### src/rtl/wlmpp_pkg.sv
// shared constants, types and limits of the windowed local-maximum peak picker
`default_nettype none

package wlmpp_pkg;

  localparam int HALF_WINDOW = 24;
  localparam int WIN_DEPTH   = 2 * HALF_WINDOW + 1;
  localparam int MAX_FRAMES  = 65536;

  localparam int VAL_W   = 16;
  localparam int THR_W   = 15;
  localparam int IDX_W   = 16;
  localparam int FC_W    = 17;
  localparam int CNT_W   = 17;
  localparam int SUM_W   = 31;
  localparam int STEP_W  = $clog2(HALF_WINDOW + 2);
  localparam int IDX_CALC_W = FC_W + 1;

  localparam int OUT_FIELDS_W = THR_W + IDX_W + CNT_W + SUM_W;
  localparam int OUT_DATA_W   = ((OUT_FIELDS_W + 7) / 8) * 8;
  localparam int OUT_PAD_W    = OUT_DATA_W - OUT_FIELDS_W;

  localparam int FRAME_CAP_I = (MAX_FRAMES < 131071) ? MAX_FRAMES : 131071;

  localparam logic [FC_W-1:0]   FRAME_CAP = FC_W'(FRAME_CAP_I);
  localparam logic [CNT_W-1:0]  COUNT_CAP = '1;
  localparam logic [SUM_W-1:0]  SUM_CAP   = '1;
  localparam logic [THR_W-1:0]  THR_RESET = THR_W'(410);
  localparam logic [STEP_W-1:0] END_STEP  = STEP_W'(HALF_WINDOW + 1);
  localparam logic [IDX_CALC_W-1:0] IDX_OFFSET = IDX_CALC_W'(HALF_WINDOW + 1);
  localparam logic [IDX_CALC_W-1:0] IDX_MAX    = IDX_CALC_W'((1 << IDX_W) - 1);

  typedef logic signed [VAL_W-1:0] val_t;

  // delay line control from the sequencer
  typedef struct packed {
    logic shift;
    logic bit_in;
    logic clear;
  } win_ctl_t;

  // decision on the center slot of the delay line
  typedef struct packed {
    logic             hit;
    logic [THR_W-1:0] value;
  } judge_t;

endpackage

`default_nettype wire

### src/rtl/windowed_local_max_peak_picker.sv
// top level of the windowed local-maximum peak picker
//
//   channel  dir  handshake             payload
//   in_      in   in_tvalid/in_tready   in_tdata: onset_value, in_tlast: last_of_list
//   out_     out  out_tvalid/out_tready out_tdata: value/index/count/sum, tuser, tlast
//   cfg_     in   cfg_wr_en             cfg_wr_data: peak_threshold
//
// one frame per cycle while the result register is free; the decision that a
// transaction leaves pending is taken by the single result register once it is free
// a last frame closes the input for the drain: the 25 pending frames are decided
// one per cycle while the result register is free, then the end marker is loaded
// rst_n clears the window valid bits, counters and threshold (to 410)
// a stalled result blocks a further decision but not an input transaction
// whose decision slot is free
`default_nettype none

module windowed_local_max_peak_picker
  import wlmpp_pkg::*;
(
  input  wire logic                  clk,
  input  wire logic                  rst_n,
  input  wire logic                  in_tvalid,
  output logic                       in_tready,
  input  wire logic [VAL_W-1:0]      in_tdata,     // [15:0] onset_value
  input  wire logic                  in_tlast,
  output logic                       out_tvalid,
  input  wire logic                  out_tready,
  output logic [OUT_DATA_W-1:0]      out_tdata,    // peak_value, peak_index, peak_count, peak_sum, pad
  output logic [0:0]                 out_tuser,    // [0] is_peak
  output logic                       out_tlast,
  input  wire logic                  cfg_wr_en,
  input  wire logic [THR_W-1:0]      cfg_wr_data
);

  logic [THR_W-1:0]     thr_r, thr_nxt;
  win_ctl_t             win_ctl;
  val_t                 win_val [WIN_DEPTH];
  logic [WIN_DEPTH-1:0] win_valid;
  judge_t               jdg;

  assign thr_nxt = cfg_wr_en ? cfg_wr_data : thr_r;

  always_ff @(posedge clk) begin
    if (!rst_n) begin
      thr_r <= THR_RESET;
    end else begin
      thr_r <= thr_nxt;
    end
  end

  wlmpp_window u_window (
    .clk       (clk),
    .rst_n     (rst_n),
    .ctl       (win_ctl),
    .data_in   (val_t'(in_tdata)),
    .win_val   (win_val),
    .win_valid (win_valid)
  );

  wlmpp_judge u_judge (
    .win_val   (win_val),
    .win_valid (win_valid),
    .threshold (thr_r),
    .result    (jdg)
  );

  wlmpp_ctrl u_ctrl (
    .clk        (clk),
    .rst_n      (rst_n),
    .in_tvalid  (in_tvalid),
    .in_tlast   (in_tlast),
    .in_tready  (in_tready),
    .jdg        (jdg),
    .win_ctl    (win_ctl),
    .out_tvalid (out_tvalid),
    .out_tready (out_tready),
    .out_tdata  (out_tdata),
    .out_tuser  (out_tuser),
    .out_tlast  (out_tlast)
  );

endmodule

`default_nettype wire

### src/rtl/wlmpp_window.sv
// delay line of onset values with one valid bit per slot, slot 0 newest
`default_nettype none

module wlmpp_window
  import wlmpp_pkg::*;
(
  input  wire logic                 clk,
  input  wire logic                 rst_n,
  input  wire win_ctl_t             ctl,
  input  wire val_t                 data_in,
  output val_t                      win_val [WIN_DEPTH],
  output logic [WIN_DEPTH-1:0]      win_valid
);

  val_t                 store_r [WIN_DEPTH];
  logic [WIN_DEPTH-1:0] valid_r;
  logic [WIN_DEPTH-1:0] valid_nxt;

  always_comb begin
    valid_nxt = valid_r;
    if (ctl.clear) begin
      valid_nxt = '0;
    end else if (ctl.shift) begin
      valid_nxt = {valid_r[WIN_DEPTH-2:0], ctl.bit_in};
    end
  end

  always_ff @(posedge clk) begin
    if (!rst_n) begin
      valid_r <= '0;
    end else begin
      valid_r <= valid_nxt;
    end
  end

  always_ff @(posedge clk) begin
    if (ctl.shift) begin
      store_r[0] <= data_in;
      for (int k = 1; k < WIN_DEPTH; k++) begin
        store_r[k] <= store_r[k-1];
      end
    end
  end

  assign win_val   = store_r;
  assign win_valid = valid_r;

endmodule

`default_nettype wire

### src/rtl/wlmpp_judge.sv
// parallel compare of the center slot against every valid slot of the window
`default_nettype none

module wlmpp_judge
  import wlmpp_pkg::*;
(
  input  wire val_t                 win_val [WIN_DEPTH],
  input  wire logic [WIN_DEPTH-1:0] win_valid,
  input  wire logic [THR_W-1:0]     threshold,
  output judge_t                    result
);

  val_t ctr;
  val_t thr_s;
  logic hit;

  always_comb begin
    ctr   = win_val[HALF_WINDOW];
    thr_s = val_t'({1'b0, threshold});
    hit   = win_valid[HALF_WINDOW] && (ctr > thr_s);
    // slots outside the list carry a cleared valid bit and are skipped
    for (int j = 0; j < WIN_DEPTH; j++) begin
      if (win_valid[j] && (win_val[j] > ctr)) begin
        hit = 1'b0;
      end
    end
    result.hit   = hit;
    result.value = ctr[THR_W-1:0];
  end

endmodule

`default_nettype wire

### src/rtl/wlmpp_ctrl.sv
// sequencer, frame counter, peak totals and result register
`default_nettype none

module wlmpp_ctrl
  import wlmpp_pkg::*;
(
  input  wire logic                  clk,
  input  wire logic                  rst_n,
  input  wire logic                  in_tvalid,
  input  wire logic                  in_tlast,
  output logic                       in_tready,
  input  wire judge_t                jdg,
  output win_ctl_t                   win_ctl,
  output logic                       out_tvalid,
  input  wire logic                  out_tready,
  output logic [OUT_DATA_W-1:0]      out_tdata,
  output logic [0:0]                 out_tuser,
  output logic                       out_tlast
);

  logic              dec_pend_r, dec_pend_nxt;
  logic              drain_r, drain_nxt;
  logic [STEP_W-1:0] step_r, step_nxt;
  logic [FC_W-1:0]   fc_r, fc_nxt;
  logic [CNT_W-1:0]  cnt_r, cnt_nxt;
  logic [SUM_W-1:0]  sum_r, sum_nxt;

  logic              out_valid_r, out_valid_nxt;
  logic [THR_W-1:0]  out_val_r, out_val_nxt;
  logic [IDX_W-1:0]  out_idx_r, out_idx_nxt;
  logic              out_peak_r, out_peak_nxt;
  logic              out_end_r, out_end_nxt;
  logic [CNT_W-1:0]  out_cnt_r, out_cnt_nxt;
  logic [SUM_W-1:0]  out_sum_r, out_sum_nxt;

  logic                  out_free;
  logic                  adv;
  logic                  acc;
  logic                  drain_done;
  logic                  emit;
  logic [STEP_W-1:0]     step_sel;
  logic [IDX_CALC_W-1:0] idx_full;
  logic [IDX_W-1:0]      idx_sat;
  logic [SUM_W:0]        sum_add;

  assign out_free   = !out_valid_r || out_tready;
  assign adv        = (dec_pend_r || drain_r) && out_free;
  assign in_tready  = !drain_r && (!dec_pend_r || out_free);
  assign acc        = in_tvalid && in_tready;
  assign drain_done = drain_r && (step_r == END_STEP);
  assign emit       = adv && !drain_done && jdg.hit;

  // each drain step but the last pushes a bubble, so the center slot walks toward the newest frame
  assign win_ctl.shift  = acc || (adv && drain_r && !drain_done);
  assign win_ctl.bit_in = acc;
  assign win_ctl.clear  = adv && drain_done;

  always_comb begin
    step_sel = drain_r ? step_r : '0;
    idx_full = {1'b0, fc_r} + {{(IDX_CALC_W-STEP_W){1'b0}}, step_sel} - IDX_OFFSET;
    idx_sat  = (idx_full > IDX_MAX) ? IDX_MAX[IDX_W-1:0] : idx_full[IDX_W-1:0];
    sum_add  = {1'b0, sum_r} + {{(SUM_W+1-THR_W){1'b0}}, jdg.value};
  end

  always_comb begin
    dec_pend_nxt = dec_pend_r;
    drain_nxt    = drain_r;
    step_nxt     = step_r;
    fc_nxt       = fc_r;
    cnt_nxt      = cnt_r;
    sum_nxt      = sum_r;

    if (adv) begin
      dec_pend_nxt = 1'b0;
      if (drain_r) begin
        step_nxt = step_r + STEP_W'(1);
      end
    end

    if (emit) begin
      if (cnt_r != COUNT_CAP) begin
        cnt_nxt = cnt_r + CNT_W'(1);
      end
      sum_nxt = (sum_add > {1'b0, SUM_CAP}) ? SUM_CAP : sum_add[SUM_W-1:0];
    end

    if (win_ctl.clear) begin
      drain_nxt = 1'b0;
      step_nxt  = '0;
      fc_nxt    = '0;
      cnt_nxt   = '0;
      sum_nxt   = '0;
    end

    if (acc) begin
      if (fc_r < FRAME_CAP) begin
        fc_nxt = fc_r + FC_W'(1);
      end
      if (in_tlast) begin
        drain_nxt = 1'b1;
        step_nxt  = '0;
      end else begin
        dec_pend_nxt = 1'b1;
      end
    end
  end

  always_comb begin
    out_valid_nxt = out_valid_r;
    out_val_nxt   = out_val_r;
    out_idx_nxt   = out_idx_r;
    out_peak_nxt  = out_peak_r;
    out_end_nxt   = out_end_r;
    out_cnt_nxt   = out_cnt_r;
    out_sum_nxt   = out_sum_r;
    if (out_free) begin
      out_valid_nxt = emit || (adv && drain_done);
      if (drain_done) begin
        out_val_nxt  = '0;
        out_idx_nxt  = '0;
        out_peak_nxt = 1'b0;
        out_end_nxt  = 1'b1;
        out_cnt_nxt  = cnt_r;
        out_sum_nxt  = sum_r;
      end else begin
        out_val_nxt  = jdg.value;
        out_idx_nxt  = idx_sat;
        out_peak_nxt = 1'b1;
        out_end_nxt  = 1'b0;
        out_cnt_nxt  = '0;
        out_sum_nxt  = '0;
      end
    end
  end

  always_ff @(posedge clk) begin
    if (!rst_n) begin
      dec_pend_r  <= 1'b0;
      drain_r     <= 1'b0;
      step_r      <= '0;
      fc_r        <= '0;
      cnt_r       <= '0;
      sum_r       <= '0;
      out_valid_r <= 1'b0;
    end else begin
      dec_pend_r  <= dec_pend_nxt;
      drain_r     <= drain_nxt;
      step_r      <= step_nxt;
      fc_r        <= fc_nxt;
      cnt_r       <= cnt_nxt;
      sum_r       <= sum_nxt;
      out_valid_r <= out_valid_nxt;
    end
  end

  always_ff @(posedge clk) begin
    out_val_r  <= out_val_nxt;
    out_idx_r  <= out_idx_nxt;
    out_peak_r <= out_peak_nxt;
    out_end_r  <= out_end_nxt;
    out_cnt_r  <= out_cnt_nxt;
    out_sum_r  <= out_sum_nxt;
  end

  assign out_tvalid = out_valid_r;
  assign out_tdata  = {{OUT_PAD_W{1'b0}}, out_sum_r, out_cnt_r, out_idx_r, out_val_r};
  assign out_tuser  = out_peak_r;
  assign out_tlast  = out_end_r;

endmodule

`default_nettype wire

### config.mk
export PLATFORM = sky130hd
export DESIGN_NAME = windowed_local_max_peak_picker
export DESIGN_NICKNAME = d
export VERILOG_FILES = /design/src/rtl/wlmpp_pkg.sv /design/src/rtl/windowed_local_max_peak_picker.sv /design/src/rtl/wlmpp_window.sv /design/src/rtl/wlmpp_judge.sv /design/src/rtl/wlmpp_ctrl.sv
export SDC_FILE = /design/constraint.sdc
export NUM_CORES = 2
export LEC_CHECK = 0
export BUFFER_PORTS_ARGS = -buffer_cell sky130_fd_sc_hd__buf_4
export CORE_ASPECT_RATIO = 1.2
export CORE_MARGIN = 2
export CORE_UTILIZATION = 50
export CTS_BUF_LIST = sky130_fd_sc_hd__clkbuf_8 sky130_fd_sc_hd__clkbuf_16
export CTS_CLUSTER_DIAMETER = 150
export DETAILED_ROUTE_END_ITERATION = 6
export GPL_TIMING_DRIVEN = 0
export PLACE_DENSITY_LB_ADDON = 0.1
export SLEW_MARGIN = 15
export SYNTH_ARGS = -nofsm -noshare
export SYNTH_HDL_FRONTEND = slang
export SYNTH_SLANG_ARGS = --single-unit
### constraint.sdc
create_clock -name clk -period 74.7 [get_ports clk]
set_clock_uncertainty 0.05 [all_clocks]
set_input_delay 7.47 -clock clk [delete_from_list [all_inputs] [get_ports clk]]
set_output_delay 7.47 -clock clk [all_outputs]
set_load 0.02 [all_outputs]
# Word level (Yosys, flattened, before mapping)
# Index checks and enable logic that the tools add are counted.
[totals] ff_bits=1002 in_bits=37 output_inout_bits=84 word_cells=264
[op_classes] add_sub_neg=6 bitwise_logic=1 eq_ne=2 n_mux=68 reduce_logical=70 magnitude_cmp=53
[op_table] op="greater-than comparator 16 bit" n=50
[op_table] op="logical AND 1 bit" n=59
[op_table] op="two-way mux 1 bit" n=57
[op_table] op="two-way mux 17 bit" n=3
[op_table] op="adder 17 x 1 -> 17 bit, second input constant" n=2
[op_table] op="adder 31 x 15 -> 32 bit" n=1
[op_table] op="greater-than comparator 32 x 31 -> 1 bit, second input constant" n=1
[op_table] op="two-way mux 31 bit" n=1
[op_table] op="two-way mux 5 bit" n=6
[op_table] op="adder 17 x 5 -> 18 bit" n=1
[op_table] op="greater-than comparator 18 x 16 -> 1 bit, second input constant" n=1
[op_table] op="subtractor 18 x 5 -> 18 bit, second input constant" n=1
[op_table] op="< comparator 17 bit, second input constant" n=1
[op_table] op="!= test 17 bit, second input constant" n=1
[op_table] op="two-way mux 16 bit" n=1
[op_table] op="adder 5 x 1 -> 5 bit, second input constant" n=1
[op_table] op="== test 5 bit, second input constant" n=1
[op_table] op="logical OR 1 bit" n=5
[op_table] op="zero test 1 bit" n=4
[op_table] op="AND reduction 2 bit" n=1
[op_table] op="OR reduction 2 bit" n=1
[op_table] op="NOT 1 bit" n=1

# Logic depth before layout (Yosys ltp)
[depth] ltp_word=53 ltp_mapped=17

# Cells and area by module
# Synthesis repeated with hierarchy kept, for this count alone.
[hier_totals] hier_cells=3902 area_unflattened_um2=51438.1
[by_module_without_submodules] module="wlmpp_window" instances=1 seq_area_each_um2=24523.5 area_each_um2=25294.3 cells_each=943
[by_module_without_submodules] module="wlmpp_judge" instances=1 seq_area_each_um2=0.0 area_each_um2=17673.2 cells_each=2144
[by_module_without_submodules] module="wlmpp_ctrl" instances=1 seq_area_each_um2=3893.7 area_each_um2=7903.8 cells_each=767
[by_module_without_submodules] module="windowed_local_max_peak_picker" instances=1 seq_area_each_um2=300.3 area_each_um2=566.8 cells_each=48

# Least setup slack after synthesis
# Ideal clock, no wire load.
[synth_path] path_kind="input port to flip-flop" from="input port out_tready" to="register u_window.store_r (netlist bit u_window.win_val[0]), enable pin" cell_stages=5 arrival_ns=31.459 path_buffers=1 setup_time_ns=1.458 setup_slack_ns=41.734 cell_sequence="nand2b_1 -> and2_1 -> a21oi_1 -> inv_1 -> clkbuf_1"
[synth_rtl] element="from (decl)" line="windowed_local_max_peak_picker.sv:27" text="input wire logic out_tready,"
[synth_rtl] element="to (signal, indexed assignment)" line="wlmpp_window.sv:40" text="store_r[k] <= store_r[k-1];"
[synth_rtl] element="to (decl)" line="wlmpp_window.sv:15" text="val_t store_r [WIN_DEPTH];"

# Worst setup path after layout
[layout_path] from="input port out_tready" to="output port in_tready"
[layout_between] elab_chain_len=3
[layout_rtl] element="logical OR 1 bit" line="wlmpp_ctrl.sv:46" text="assign out_free = !out_valid_r || out_tready;"
[layout_rtl] element="logical OR 1 bit" line="wlmpp_ctrl.sv:48" text="assign in_tready = !drain_r && (!dec_pend_r || out_free);"
[layout_rtl] element="logical AND 1 bit" line="wlmpp_ctrl.sv:48"
[layout_rtl] element="to (decl)" line="windowed_local_max_peak_picker.sv:23" text="output logic in_tready,"
# No other way between the ends.

==> metrics.md <==
| Metric | Value |
|---|---|
| Initial Utilization | `50.3%` |
| Worst Tran Pin Value | `1190 ps` |
| Skew-Pair Late Insertion Delay | `710 ps` |
| Type of origin of the critical path | `primary input` |
| Max Cap Violations | `0` |
| Status | `finished, final reports clean` |
| Syn. warnings | `0` |
| # nets final | `5174` |
| Clock sinks | `1002` |
| Wire per inst | `22.7 um` |
| Chip width | `298 um` |
| Synth Register Bits | `1002` |
| Period utilization | `21.1%` |
| Critical R2R Capture | `u_ctrl.sum_r[7]$_SDFFE_PP0P_` |
| Crit Path Category | `in2out` |
| I/O pin count | `121` |
| Worst min path class | `reg2reg` |
| Top post-synthesis cells by area | `edfxtp_1, ha_1, dfxtp_1` |
| Final GP Congestion | `0.869` |
| Vias in the first global route | `33449` |
| I/O Buffers | `118` |
| Min-delay src | `u_window.win_val[336]$_DFFE_PP_` |
| Met2 wire len | `66900 um` |
| Core area | `103000 sq um` |
| DRT met1 WL | `54700 um` |
| R2R Path Start | `u_window.win_val[393]$_DFFE_PP_` |
| Pint | `1.10 mW` |
| Final min period | `15740 ps` |
| Syn-to-layout area delta | `13.6%` |
| DR top layer | `met4` |
| Sequential area share after synthesis | `55.4%` |
| Dpl hpwl | `93800 um` |
| Worst Path Required | `67180 ps` |
| Antenna violations before repair | `0` |
| Die ar. | `106000 sq um` |
| Row cnt | `129` |
| Slowest-stage cell, CP | `nor2b_1` |
| Hold Path Sink | `u_window.win_val[320]$_DFFE_PP_` |
| TritonCTS clock tree | `built` |
| Ys async rst share | `0%` |
| Total gr overflow | `0` |
| Final setup fails | `0` |
| Psw | `434 uW` |
| Most frequent CP cell | `buf_4` |
| Largest net degree at the start of global routing | `61` |
| Flop-to-flop setup slack | `69350 ps` |
| Vias post-DR | `33919` |
| Final Hold Fails | `0` |
| Worst path cell trace | `buf_4 > nand3b_1 > nor2b_1 > buf_4` |
| Share of cells above drive strength 1 | `8.75%` |
| Final Max Tran Viols | `0` |
| Post-synth EDFFs | `865` |
| Fin Setup TNS | `0 ps` |
| Max-slew headroom | `20.0%` |
| Post_cts resized | `0` |
| Worst path arrival time | `8220 ps` |
| Drt pass-1 iters | `6` |
| Final ANT Viol Nets | `0` |
| Area leader, netlist | `edfxtp_1` |
| Post CTS Setup Buffer Count | `0` |
| Synth cell types | `85` |
| RSZ-0062 raised after global routing | `no` |
| Clk pwr share | `34.8%` |
| Clk root buf | `clkbuf_16` |
| Vias per inst | `5.88` |
| WL final | `131000 um` |
| Syn_nets | `4913` |
| Pwr Density | `26.1 nW/um^2` |
| Slowest stage delay, CP | `290 ps` |
| Share of power burned in registers | `47.2%` |
| Met3 wire len | `5460 um` |
| Worst Path Buf+Inv | `2` |
| Clock Path Buffers | `3` |
| Post-Synthesis Cells | `4039` |
| CP endpoint kind | `output pin` |
| Peak VDD IR | `0.0000192 V` |
| DRT iter0 DRCs | `2417` |
| Max FO, Critical Path | `4` |
| Post-synth top area share | `50.1%` |
| Mean post-synth cell area | `12.8 sq um` |
| PnR Total Power | `1.54 mW` |
| # DRC | `0` |
| Leakage | `23.7 nW` |
| Global-route wire length before repair | `199000 um` |
| Switching share of power | `28.3%` |
| Crit-path leading delay family | `simple AND/OR/NAND/NOR gates` |
| Synth Cell Area | `51800 sq um` |
| CTS buffer count | `105` |
| Tot GR Track Use | `24.5%` |
| DIE HEIGHT | `357 um` |
| Htree depth | `3` |
| Gate power share | `17.9%` |
| Ys flop type | `edfxtp_1` |
| Clock Pin Slew Worst Setup and Hold Paths | `60 ps` |
| Max Freq | `63.5 MHz` |
| Inserted Diodes | `0` |
| Hold-fix buffers at CTS | `0` |
| Worst r2r path cells | `14` |
| Hold depth | `0` |
-- cell families (layout without fill, tap and decap cells) --
family / count (synthesis) / in the layout / share of synthesized area, %
simple gates: 1031 / 1031 / 10.6
flops: 1002 / 1002 / 55.4
compound gates: 878 / 878 / 10.9
fa+ha+maj: 837 / 837 / 20.2
buf+inv: 229 / 581 / 1.70
mux: 32 / 32 / 0.630
xor+xnor: 29 / 29 / 0.490
other cells: 1 / 1 / 0.00724
-- registers in the layout, summed over array words and instances, names as in the netlist, 5 cells and up --
register            count
u_ctrl.sum_r           31
u_ctrl.out_sum_r       31
u_window.win_val      784
u_ctrl.out_cnt_r       17
u_ctrl.out_idx_r       16
u_window.win_valid     49
u_ctrl.step_r           5
u_ctrl.fc_r            17
u_ctrl.cnt_r           17
thr_r                  15
u_ctrl.out_val_r       15
-- cell type report --
| cell class | count | area (sq um) |
|---|---|---|
| Clock inverter | 85 | 763 |
| Buffer | 57 | 240 |
| Clock buffer | 113 | 2760 |
| Sequential cell | 1002 | 28700 |
| Tap cell | 1375 | 1720 |
| Inverter | 172 | 683 |
| Fill cell | 8412 | 44100 |
| Multi-Input combinational cell | 2808 | 22200 |
| Timing Repair Buffer | 154 | 1740 |
-- layer usage --
layer	vias up	GRT usage [%]
met2	753	44.1
met5	-	0
li1	16371	-
met3	190	3.01
met4	0	7.67
met1	16605	30.7
-- Yosys cell counts (17+ instances only) --
cell      number
edfxtp_1     865
ha_1         835
a21oi_1      306
nand2_1      278
inv_1        172
nand4_1      167
dfxtp_1      137
nor2_1       137
o21ai_0      134
a21o_1        98
nand3_1       91
nor2b_1       63
and2_1        61
o211ai_1      60
a211oi_1      49
clkbuf_1      46
nand2b_1      39
and3_1        34
nor3_1        31
a31oi_1       29
and4_1        28
mux2i_1       27
o21a_1        27
a311oi_1      23
or3_1         22
nor4_1        17
or4_1         17
-- placed cells by master (no fill, tap or decap), types with 20 or more instances in the layout --
cell / instances
a311oi_1: 23
o21ai_0: 134
and3_1: 34
mux2i_1: 27
buf_16: 20
nand4_1: 167
a21o_1: 98
dfxtp_1: 137
clkinv_2: 24
nand2_1: 278
inv_1: 183
o21a_1: 27
nand3_1: 91
a31oi_1: 29
clkbuf_16: 107
and4_1: 28
nor2b_1: 63
clkbuf_1: 44
nand2b_1: 38
edfxtp_1: 865
ha_1: 835
and2_1: 61
nor3_1: 31
o211ai_1: 60
or3_1: 22
a21oi_1: 306
buf_4: 121
a211oi_1: 48
nor2_1: 137
-- worst max path at each step --
stage | start | to | slack (ps) | cells after the start
2_1_floorplan | out_tready | u_window.win_val[0]$_DFFE_PP_ | 41730 | 5
3_3_place_gp | out_tready | u_window.win_valid[41]$_SDFFE_PP0P_ | 31360 | 8
3_5_place_dp | out_tready | in_tready | 58960 | 4
4_1_cts | out_tready | in_tready | 58940 | 4
5_1_grt | out_tready | in_tready | 58920 | 4
6_report | out_tready | in_tready | 58960 | 4
-- power by group through the flow --
stage,Clock [mW],Combinational (mW),Sequential [mW]
2_1_floorplan,0,0.185,0.760
3_3_place_gp,0,0.251,0.800
3_5_place_dp,0,0.275,0.737
4_1_cts,0.547,0.277,0.726
5_1_grt,0.567,0.316,0.731
6_report,0.535,0.276,0.726
-- stage by stage --
step | cell area, sq um | utilization, % | setup WS, ps | hold slack (ps) | instances
2_1_floorplan | 51800 | - | 41730 | 376 | 4039
3_3_place_gp | 54400 | 52.8 | 31360 | 378 | 5532
3_5_place_dp | 55300 | 53.7 | 58960 | 385 | 5568
4_1_cts | 58900 | 57.2 | 58940 | 397 | 5766
5_1_grt | 58900 | 57.2 | 58920 | 407 | 5766
6_report | 58900 | 57.2 | 58960 | 393 | 5766
No activity file was read; power rests on OpenSTA's default activity.
